**src/design/sha256_pkg.sv**
```systemverilog
`timescale 1ns / 1ps
`default_nettype none

package sha256_pkg;

    localparam logic ACT_ABSORB = 1'b0;
    localparam logic ACT_FINISH = 1'b1;

    typedef struct packed {
        logic       action;
        logic [7:0] data_byte;
    } in_item_t;

    typedef struct packed {
        logic [31:0] digest_word;
        logic [2:0]  word_index;
        logic        last_word;
    } out_item_t;

    localparam int QUEUE_DEPTH = 4;
    localparam int QUEUE_AW = $clog2(QUEUE_DEPTH);

    typedef logic [31:0] word_t;
    typedef word_t [7:0] hash_t;

    localparam hash_t INIT_HASH = {
        32'h5be0cd19, 32'h1f83d9ab, 32'h9b05688c, 32'h510e527f,
        32'ha54ff53a, 32'h3c6ef372, 32'hbb67ae85, 32'h6a09e667
    };

    function automatic word_t round_k(input logic [5:0] t);
        word_t k;
        unique case (t)
            6'd0: k = 32'h428a2f98;  6'd1: k = 32'h71374491;
            6'd2: k = 32'hb5c0fbcf;  6'd3: k = 32'he9b5dba5;
            6'd4: k = 32'h3956c25b;  6'd5: k = 32'h59f111f1;
            6'd6: k = 32'h923f82a4;  6'd7: k = 32'hab1c5ed5;
            6'd8: k = 32'hd807aa98;  6'd9: k = 32'h12835b01;
            6'd10: k = 32'h243185be; 6'd11: k = 32'h550c7dc3;
            6'd12: k = 32'h72be5d74; 6'd13: k = 32'h80deb1fe;
            6'd14: k = 32'h9bdc06a7; 6'd15: k = 32'hc19bf174;
            6'd16: k = 32'he49b69c1; 6'd17: k = 32'hefbe4786;
            6'd18: k = 32'h0fc19dc6; 6'd19: k = 32'h240ca1cc;
            6'd20: k = 32'h2de92c6f; 6'd21: k = 32'h4a7484aa;
            6'd22: k = 32'h5cb0a9dc; 6'd23: k = 32'h76f988da;
            6'd24: k = 32'h983e5152; 6'd25: k = 32'ha831c66d;
            6'd26: k = 32'hb00327c8; 6'd27: k = 32'hbf597fc7;
            6'd28: k = 32'hc6e00bf3; 6'd29: k = 32'hd5a79147;
            6'd30: k = 32'h06ca6351; 6'd31: k = 32'h14292967;
            6'd32: k = 32'h27b70a85; 6'd33: k = 32'h2e1b2138;
            6'd34: k = 32'h4d2c6dfc; 6'd35: k = 32'h53380d13;
            6'd36: k = 32'h650a7354; 6'd37: k = 32'h766a0abb;
            6'd38: k = 32'h81c2c92e; 6'd39: k = 32'h92722c85;
            6'd40: k = 32'ha2bfe8a1; 6'd41: k = 32'ha81a664b;
            6'd42: k = 32'hc24b8b70; 6'd43: k = 32'hc76c51a3;
            6'd44: k = 32'hd192e819; 6'd45: k = 32'hd6990624;
            6'd46: k = 32'hf40e3585; 6'd47: k = 32'h106aa070;
            6'd48: k = 32'h19a4c116; 6'd49: k = 32'h1e376c08;
            6'd50: k = 32'h2748774c; 6'd51: k = 32'h34b0bcb5;
            6'd52: k = 32'h391c0cb3; 6'd53: k = 32'h4ed8aa4a;
            6'd54: k = 32'h5b9cca4f; 6'd55: k = 32'h682e6ff3;
            6'd56: k = 32'h748f82ee; 6'd57: k = 32'h78a5636f;
            6'd58: k = 32'h84c87814; 6'd59: k = 32'h8cc70208;
            6'd60: k = 32'h90befffa; 6'd61: k = 32'ha4506ceb;
            6'd62: k = 32'hbef9a3f7; 6'd63: k = 32'hc67178f2;
            default: k = 32'h0;
        endcase
        return k;
    endfunction

    function automatic word_t rotr(input word_t x, input int n);
        return (x >> n) | (x << (32 - n));
    endfunction

endpackage

`default_nettype wire

```
**src/design/sha256_queue.sv**
```systemverilog
`timescale 1ns / 1ps
`default_nettype none

module sha256_queue (
    input  wire logic                 clk,
    input  wire logic                 rst_n,
    input  wire logic                 push,
    input  wire sha256_pkg::in_item_t push_data,
    output logic                      full,
    input  wire logic                 pop,
    output sha256_pkg::in_item_t      pop_data,
    output logic                      empty
);

    sha256_pkg::in_item_t mem [sha256_pkg::QUEUE_DEPTH];
    logic [sha256_pkg::QUEUE_AW:0] wr_reg, rd_reg;

    assign empty = (wr_reg == rd_reg);
    assign full = (wr_reg[sha256_pkg::QUEUE_AW] != rd_reg[sha256_pkg::QUEUE_AW])
        && (wr_reg[sha256_pkg::QUEUE_AW-1:0] == rd_reg[sha256_pkg::QUEUE_AW-1:0]);
    assign pop_data = mem[rd_reg[sha256_pkg::QUEUE_AW-1:0]];

    always_ff @(posedge clk) begin
        if (push && !full)
        begin
            mem[wr_reg[sha256_pkg::QUEUE_AW-1:0]] <= push_data;
        end
    end

    always_ff @(posedge clk or negedge rst_n) begin
        if (!rst_n)
        begin
            wr_reg <= '0;
            rd_reg <= '0;
        end
        else
        begin
            if (push && !full)
            begin
                wr_reg <= wr_reg + 1'b1;
            end
            if (pop && !empty)
            begin
                rd_reg <= rd_reg + 1'b1;
            end
        end
    end

endmodule

`default_nettype wire

```
**config.mk**
```make
export PLATFORM = sky130hd
export DESIGN_NAME = sha256_queue
export DESIGN_NICKNAME = d
export VERILOG_FILES = /design/src/design/sha256_pkg.sv /design/src/design/sha256_queue.sv
export SDC_FILE = /design/constraint.sdc
export NUM_CORES = 1
export LEC_CHECK = 0
export CORE_MARGIN = 3
export CORE_UTILIZATION = 65
export CTS_CLUSTER_SIZE = 28
export DETAILED_ROUTE_END_ITERATION = 6
export DONT_BUFFER_PORTS = 1
export MAX_ROUTING_LAYER = met4
export PLACE_DENSITY = 0.81
export REMOVE_ABC_BUFFERS = 1
export SYNTH_ARGS = -nofsm -noshare
export SYNTH_HDL_FRONTEND = slang
export SYNTH_SLANG_ARGS = --single-unit
```
**constraint.sdc**
```tcl
create_clock -name clk -period 2.4 [get_ports clk]
set_input_delay 0.36 -clock clk [delete_from_list [all_inputs] [get_ports clk]]
set_output_delay 0.36 -clock clk [all_outputs]
set_load 0.05 [all_outputs]
```
# Yosys cells after proc, flatten, opt, wreduce, memory -nomap -nowiden
# Memories as Yosys holds them, arrays and structs flattened.
# Index checks and enable logic that the tools add are counted.
# W data, S select, Z words.
[totals]
reg_bits = 6
ram_bits = 36
input_bits = 13
output_inout_bits = 11
word_cells = 15
memories = 1
[memory_table]
columns = ["name", "depth", "width", "read_ports", "rd_clocked_by_memory_dff", "wr", "line_no", "source"]
rows = [
  ["mem", 4, 9, 1, 0, 1, "sha256_queue.sv:15", "sha256_pkg::in_item_t mem [sha256_pkg::QUEUE_DEPTH];"],
]
[op_classes]
addsub = 2
eq_ne = 3
n_mux = 2
reduce_logical = 5
[ops]
columns = ["cell", "count"]
rows = [
  ["$add A3 B1 Y3 const B", 2],
  ["$eq A3 B3 Y1", 1],
  ["$logic_and A1 B1 Y1", 3],
  ["$eq A2 B2 Y1", 1],
  ["$logic_not A1 Y1", 2],
  ["$mux W1", 2],
  ["$ne A1 B1 Y1", 1],
]

# Longest topological paths before layout
# Gate-level depths: netlist of the first run.
[depth]
depth_word = 6
mapped_depth = 5
ltp_nobuf = 5

# Worst setup path after synthesis of the first run
# No wires, ideal clock.
[synth_timing]
kind = "register to output"
from = "register rd_reg[0] (netlist name)"
to = "output port empty"
arrival_ns = 1.526
required_time_ns = 2.040
slack_ns = 0.514
stages_incl_launch_ff = 4
n_path_buf = 0
cell_sequence = "dfrtp_1 xnor2_2 nand2_1 nor2_1"
[synth_between]
elab_chain_cells = 1
[synth_rtl]
columns = ["item", "line_no", "source"]
rows = [
  ["start, declared", "sha256_queue.sv:16", "logic [sha256_pkg::QUEUE_AW:0] wr_reg, rd_reg;"],
  ["start signal, assigned", "sha256_queue.sv:44", "rd_reg <= rd_reg + 1'b1;"],
  ["$eq A3 B3 Y1", "sha256_queue.sv:18", "assign empty = (wr_reg == rd_reg);"],
  ["end, declared", "sha256_queue.sv:12", "output logic empty"],
]
# No other way between the ends.

==> results.ini, run 1 <==
[drt]
ant_nets = 0
firstDrtPassIters = 4
via_per_inst = 6.08
drc = 0
drt_iter0_drc = 9
routedWlPerCell_um = 18.9
wirelength_um = 2630
dr_total_vias = 845

[cells_and_area]
mostFrequentLayoutCells = edfxtp_1 (36), mux4_2 (9), inv_1 (6), dfrtp_1 (6)
largest_reg_flops = 36
n_antenna_cell = 0
regArea_um2 = 1230
multi_input_area_um2 = 520
drive_gt1_share_pct = 23.9
final_common_cell = edfxtp_1
nFillCells = 147
nNetsFinal = 126
synthToLayoutAreaGrowth_pct = 8.26

[worst_setup_path]
r2r_setup_slack_ps = 560
max_stage_delay_ps = 680
path_max_fanout = 7
start_kind = register
crit_end = pop_data[5]
end_kind = output pin
r2r-end = mem[0][4]
crit_arrival_ps = 1880
crit_required_ps = 2040
r2r-start = rd_reg[0]
r2r_cells = 3
cp-startpoint = rd_reg[0]
crit_chain = buf_4, mux4_2
critical_path_class = register to output pin
slowest_stage = mux4_2

[synth]
async_flop_share_pct = 14.3
muxShareOfSynthArea_pct = 11.3
synth_xor_area_share_pct = 5.18
synth-adder-area-share_pct = 3.50
synth_top_family_by_area = multiplexers
synthSimpleGateAreaFrac_pct = 3.36
ys_warn_count = 0
synth_compound_area_share_pct = 5.74
syn-cell-area_um2 = 1790
ys_types = 24
syn_avg_cell_area_um2 = 18.4
synth_edf_count = 36
syn_inst = 97
ys.flop_type = edfxtp_1
yosysSeqAreaShare_pct = 68.9
synth_seq_cells = 42

[global_routing]
grt_pass1_wl_um = 4040
antenna_found_initial = 0
gr-usage-all-layers_pct = 17.4
grt_remaining_overflow = 0
grt_max_degree = 14
grt_pass1_vias = 874

[hold_path]
hold_path.class = primary input to register

[placement]
place_ws_ps = 521
io_buffers = 0
globalplace.congestion = 0.842
hpwl_um = 1880

[die]
die_h_um = 58.4
rows = 18
num_io_pins = 24
dieArea_um2 = 3410
die_w_um = 58.4
core_area_um2 = 2540
initial_utilization_pct = 70.2

[timing]
maxSlewHeadroom_pct = 69.2
hold_ws_ps = 102
rsz0062_at_grt = no
slew_violations = 0
finalCritPeriodShare_pct = 93.4
max_freq_mhz = 446
fin_tns_setup_ps = 0
setup_violations = 0
period_needed_ps = 2240
hold_violations = 0
finClkSkew_ps = 5.16
setup_ws_ps = 157
worst_pin_slew_ps = 463

[run_status]
status = finished, final reports clean

[cts]
numCtsBuffers = 5
cts.sink_count = 42
postCtsSetupBuffers = 0
insertion_delay_ps = 340
h-tree-depth = 2
cts-root-buf = clkbuf_4
clockBufferDepth = 2
cts_tree = done
path_clk_slew_ps = 110
cts-resized-gates = 0

[job]
drv_cap = 0

cell families after synthesis:
| logic type | count (synthesis) |
|---|---|
| compound gates | 13 |
| xor+xnor | 8 |
| fa+ha+maj | 5 |
| mux | 9 |
| simple gates | 12 |
| flops | 42 |
| buf+inv | 8 |
worst max-delay path: cells and delay by family, from the launching register on:
family | cells | cell delay [ps]
flip-flops | 1 | 580
buffers and inverters | 1 | 270
multiplexers | 1 | 680
how the worst min path moves through the flow:
| stage | startpoint | endpoint | slack (ps) | depth (start not counted) |
|---|---|---|---|---|
| 2_1_floorplan | rst_n | rd_reg[0] | 60 | 0 |
| 3_3_place_gp | rst_n | wr_reg[2] | 60 | 0 |
| 3_5_place_dp | rst_n | rd_reg[2] | 60 | 0 |
| 4_1_cts | push_data[1] | mem[2][1] | 90 | 0 |
| 5_1_grt | push_data[7] | mem[3][7] | 80 | 0 |
| 6_report | push_data[1] | mem[2][1] | 100 | 0 |
cell type report:
cell class                 count  area share [%]
tap                           30            1.94
inverter                       6            1.16
clock inverter                 1            1.55
clock buffer                   7            2.33
multi-input combinational     47            26.9
sequential                    42            63.6
timing repair buffer           6            2.46
layer usage:
metal / GRT usage [%] / vias up / part of all wire (%)
met5: - / - / 0
met4: 6.95 / 0 / 1.6
met3: 6.14 / 6 / 5.9
met2: 29.0 / 23 / 50
met1: 19.1 / 422 / 42
li1: - / 394 / -
synth_stat cells (2+ instances only):
master	instances	area (um^2)
a21oi_1	4	20.0
a31oi_2	2	25.0
and2_1	3	18.8
dfrtp_1	6	150
edfxtp_1	36	1080
ha_1	5	62.6
inv_1	6	22.5
mux4_2	9	203
nand2_1	4	15.0
nand2b_1	2	12.5
nand3_1	2	10.0
o31ai_1	2	15.0
xnor2_1	2	17.5
xnor2_2	2	32.5
xor2_1	3	26.3
repair_timing:
| item | in CTS | in global routing |
|---|---|---|
| endpoints found under the hold margin | 6 | 0 |
| hold buffers | 1 | 0 |
| setup endpoints to repair | 0 | 0 |
through the flow:
| stage | instance area (um^2) | utilization (%) | std cells |
|---|---|---|---|
| floorplan | 1770 | - | 95 |
| global placement | 1850 | 72.7 | 130 |
| detailed placement | 1850 | 72.7 | 130 |
| CTS | 1930 | 76.0 | 139 |
| global route | 1930 | 76.0 | 139 |
| finish | 1930 | 76.0 | 139 |
Power of run 1 is left out: the tool's default activity adds up to more than one toggle a clock period on the data nets, which glitch-free logic cannot reach.
==> run 2: changes to the inputs <==
Settings changed: CORE_UTILIZATION 65 to 55, PLACE_DENSITY 0.81 to 0.73.
Clock period 2.4 ns to 2.05 ns, I/O delays scaled along.
==> run 2 against run 1 <==
Against the previous run:
- clock-buffer cell count unchanged
- global-route usage down 1.0 points
- register-to-register slack worse by 250 ps
- hold slack worse by 52 ps
- critical path type unchanged
- first-iteration DRC count rose to 3.3 times the previous value
- final area up 0.78%
- flip-flop and latch count unchanged
==> results.ini, run 2 (synthesis gave the netlist of run 1 again) <==
[die]
rows = 20
die_w_um = 63.0
die_h_um = 63.0
dieArea_um2 = 3970
initial_utilization_pct = 58.0
num_io_pins = 24
core_area_um2 = 3080

[cells_and_area]
final_common_cell = edfxtp_1
mostFrequentLayoutCells = edfxtp_1 (36), mux4_2 (9), inv_1 (6), buf_4 (6)
synthToLayoutAreaGrowth_pct = 9.10
drive_gt1_share_pct = 25.2
final_util_pct = 63.3
nFillCells = 222
n_antenna_cell = 0
largest_reg_flops = 36
nNetsFinal = 128

[cts]
cts-root-buf = clkbuf_4
insertion_delay_ps = 340
path_clk_slew_ps = 110
clockBufferDepth = 2
numCtsBuffers = 5
cts_tree = done
postCtsSetupBuffers = 0
h-tree-depth = 2
cts.sink_count = 42

[drt]
drt_iter0_drc = 30
drc = 0
routedWlPerCell_um = 18.1
via_per_inst = 5.66
dr_total_vias = 878
ant_nets = 0
firstDrtPassIters = 4
wirelength_um = 2810

[timing]
period_needed_ps = 1960
rsz0062_at_grt = no
worst_pin_slew_ps = 457
maxSlewHeadroom_pct = 69.6
slew_violations = 0
finClkSkew_ps = 9.04
setup_ws_ps = 85.0
max_freq_mhz = 509
hold_violations = 0
finalCritPeriodShare_pct = 95.9
setup_violations = 0
hold_ws_ps = 50.4

[hold_path]
hold_path_depth = 0
hold_path.class = primary input to register

[worst_setup_path]
r2r_cells = 3
path_max_fanout = 12
end_kind = output pin
crit_required_ps = 1740
crit_arrival_ps = 1660
start_kind = register
critical_path_class = register to output pin

[placement]
io_buffers = 0
globalplace.congestion = 0.861
place_ws_ps = 290
hpwl_um = 1970

[global_routing]
antenna_found_initial = 0
gr-usage-all-layers_pct = 16.4
grt_remaining_overflow = 0
grt_max_degree = 14
grt_pass1_vias = 921
grt_pass1_wl_um = 4590

[job]
drv_cap = 0

[run_status]
status = finished, final reports clean

-- run 2: final timing paths --
path	from	end	slack, ps
max	rd_reg[0]	pop_data[2]	90
min	push_data[8]	mem[3][8]	50
max reg2reg	wr_reg[1]	mem[2][5]	310
min reg2reg	wr_reg[2]	wr_reg[2]	610
max in group asynchronous	rst_n	rd_reg[0]	1570
min in group asynchronous	rst_n	wr_reg[2]	250
-- run 2: per-stage QoR --
stage | setup TNS, ps | area [um^2] | std cells
after floorplan | -34.6 | 1770 | 95
after detailed placement | 0 | 1880 | 146
final | 0 | 1950 | 155
after global routing | 0 | 1950 | 155
after CTS | 0 | 1940 | 155
after global placement | 0 | 1880 | 146
-- run 2: timing repair --
action                     in CTS  in global routing
setup endpoints to repair       9                  9
hold endpoints to repair        6                  0
gates resized for setup         1                  2
hold buffers                    1                  0
-- run 2: worst max-delay path: stages, from the launching register on --
cell,delay [ps]
dfrtp_2,430
buf_8,190
mux4_2,690
-- run 2: area by class of cell --
class,count,area [um^2],share of cell area [%]
flip-flops and latches,42,1230,63.2
multi-input cells,47,520,26.7
repair buffers,8,70.1,3.59
well taps,44,55.1,2.82
clock buffers,7,45.0,2.31
inverters,6,22.5,1.16
clock inverters,1,3.75,0.193
-- run 2: routing by layer --
| metal | track usage, % | part of all wire [%] |
|---|---|---|
| met1 | 19.3 | 43 |
| met2 | 25.6 | 49 |
| met3 | 5.22 | 5.8 |
| met4 | 8.26 | 2.7 |
| met5 | - | 0 |
Power of run 2 is left out for the same reason.
==> run 3: changes to the inputs <==
Settings changed: CORE_UTILIZATION 55 to 39, GPL_ROUTABILITY_DRIVEN from default to 0, PLACE_DENSITY 0.73 to default.
==> run 3 against run 2 <==
Against the previous run:
- clock skew is 3.1 ps lower
- critical path depth stayed put
- flip-flop and latch count stayed put
- sequential share of layout area is 2.2 points lower
- global-route usage is 4.0 points lower
- wire length is 4.4% higher
- via count is 0.23% lower
- cell count is 3.2% higher
- critical endpoint is now pop_data[7]
- register-to-register slack worse by 100 ps
==> results.ini, run 3 (synthesis gave the netlist of run 1 again) <==
[global_routing]
antenna_found_initial = 0
grt_use_met3_pct = 3.28
grt_remaining_overflow = 0
gr-usage-met1_pct = 15.3
grt_pass1_wl_um = 4710
gr-usage-all-layers_pct = 12.4
busiest_layer = met2
grt_pass1_vias = 939
grt_max_degree = 14
grt_use_met2_pct = 19.2

[drt]
ant_nets = 0
wirelength_um = 2930
drt_iter0_drc = 57
via_per_inst = 5.48
firstDrtPassIters = 6
drc = 0
dr_total_vias = 876
routedWlPerCell_um = 18.3

[cts]
clockBufferDepth = 2
postCtsSetupBuffers = 0
path_clk_slew_ps = 80
cts_tree = done
numCtsBuffers = 5
insertion_delay_ps = 280
cts-root-buf = clkbuf_8
h-tree-depth = 2
cts.sink_count = 42

[hold_path]
hold_path.class = primary input to register

[timing]
maxSlewHeadroom_pct = 67.1
period_needed_ps = 1930
slew_violations = 0
max_freq_mhz = 519
hold_ws_ps = 114
setup_ws_ps = 124
finClkSkew_ps = 5.90
worst_pin_slew_ps = 494
rsz0062_at_grt = no
hold_violations = 0
finalCritPeriodShare_pct = 94.0
setup_violations = 0

[worst_setup_path]
start_kind = register
crit_arrival_ps = 1620
critical_path_class = register to output pin
r2r_setup_slack_ps = 210
crit_required_ps = 1740
path_max_fanout = 9
end_kind = output pin

[placement]
placedInstanceArea_um2 = 1890
place_ws_ps = 189
io_buffers = 0
hpwl_um = 2050

[cells_and_area]
mostFrequentLayoutCells = edfxtp_1 (36), mux4_2 (9), inv_1 (6)
n_antenna_cell = 0
synthToLayoutAreaGrowth_pct = 13.0
largest_reg_flops = 36
regArea_um2 = 1230
final_util_pct = 48.1
nNetsFinal = 127
multi_input_area_um2 = 520
nFillCells = 363
design_area_um2 = 2020
final_common_cell = edfxtp_1
drive_gt1_share_pct = 26.4

[die]
num_io_pins = 24
die_w_um = 73.7
die_h_um = 73.7
rows = 23
dieArea_um2 = 5430
initial_utilization_pct = 42.5
core_area_um2 = 4200

[run_status]
status = finished, final reports clean

[job]
drv_cap = 0

## run 3: cell count changes in the layout (fill, tap and decap cells not counted), sizes merged
cell,delta
bufinv,+1
buf,-1
clkbuf,-1
clkinv,-1
clkinvlp,+1
## run 3: metrics by stage
stage / setup TNS (ps) / cells
2_1_floorplan: -34.6 / 95
3_3_place_gp: 0 / 151
3_5_place_dp: 0 / 151
4_1_cts: 0 / 160
5_1_grt: 0 / 160
6_report: 0 / 160
## run 3: area by class of cell
| type | count | area share, % |
|---|---|---|
| Multi-Input combinational cell | 47 | 25.8 |
| Timing Repair Buffer | 7 | 3.53 |
| Tap cell | 50 | 3.10 |
| Inverter | 6 | 1.12 |
| Sequential cell | 42 | 61.0 |
| Clock inverter | 2 | 1.86 |
| Clock buffer | 6 | 3.59 |
## run 3: worst paths after layout
kind,start,end,depth (start not counted)
max,rd_reg[0],pop_data[7],2
min,push_data[4],mem[0][4],0
max reg2reg,wr_reg[1],mem[1][5],3
min reg2reg,rd_reg[0],rd_reg[0],1
max in group asynchronous,rst_n,rd_reg[0],1
min in group asynchronous,rst_n,wr_reg[1],1
## run 3: per-layer routing
metal,vias up,routed length [um],share of wire [%]
met4,0,34,1.2
li1,397,-,-
met2,29,1430,49
met3,2,165,5.6
met5,-,0,0
met1,448,1310,44
## run 3: timing repair
| item | 4_1_cts | 5_1_grt |
|---|---|---|
| resized for setup | 1 | 1 |
| hold buffers | 1 | 0 |
| endpoints found under the hold margin | 6 | 0 |
| setup endpoints to repair | 9 | 9 |
| gates cloned | 0 | 0 |
## run 3: worst max-delay path: stages (launching register included)
cell and delay [ps]:
dfrtp_2 450, buf_6 200, mux4_2 680
Power of run 3 is left out for the same reason.
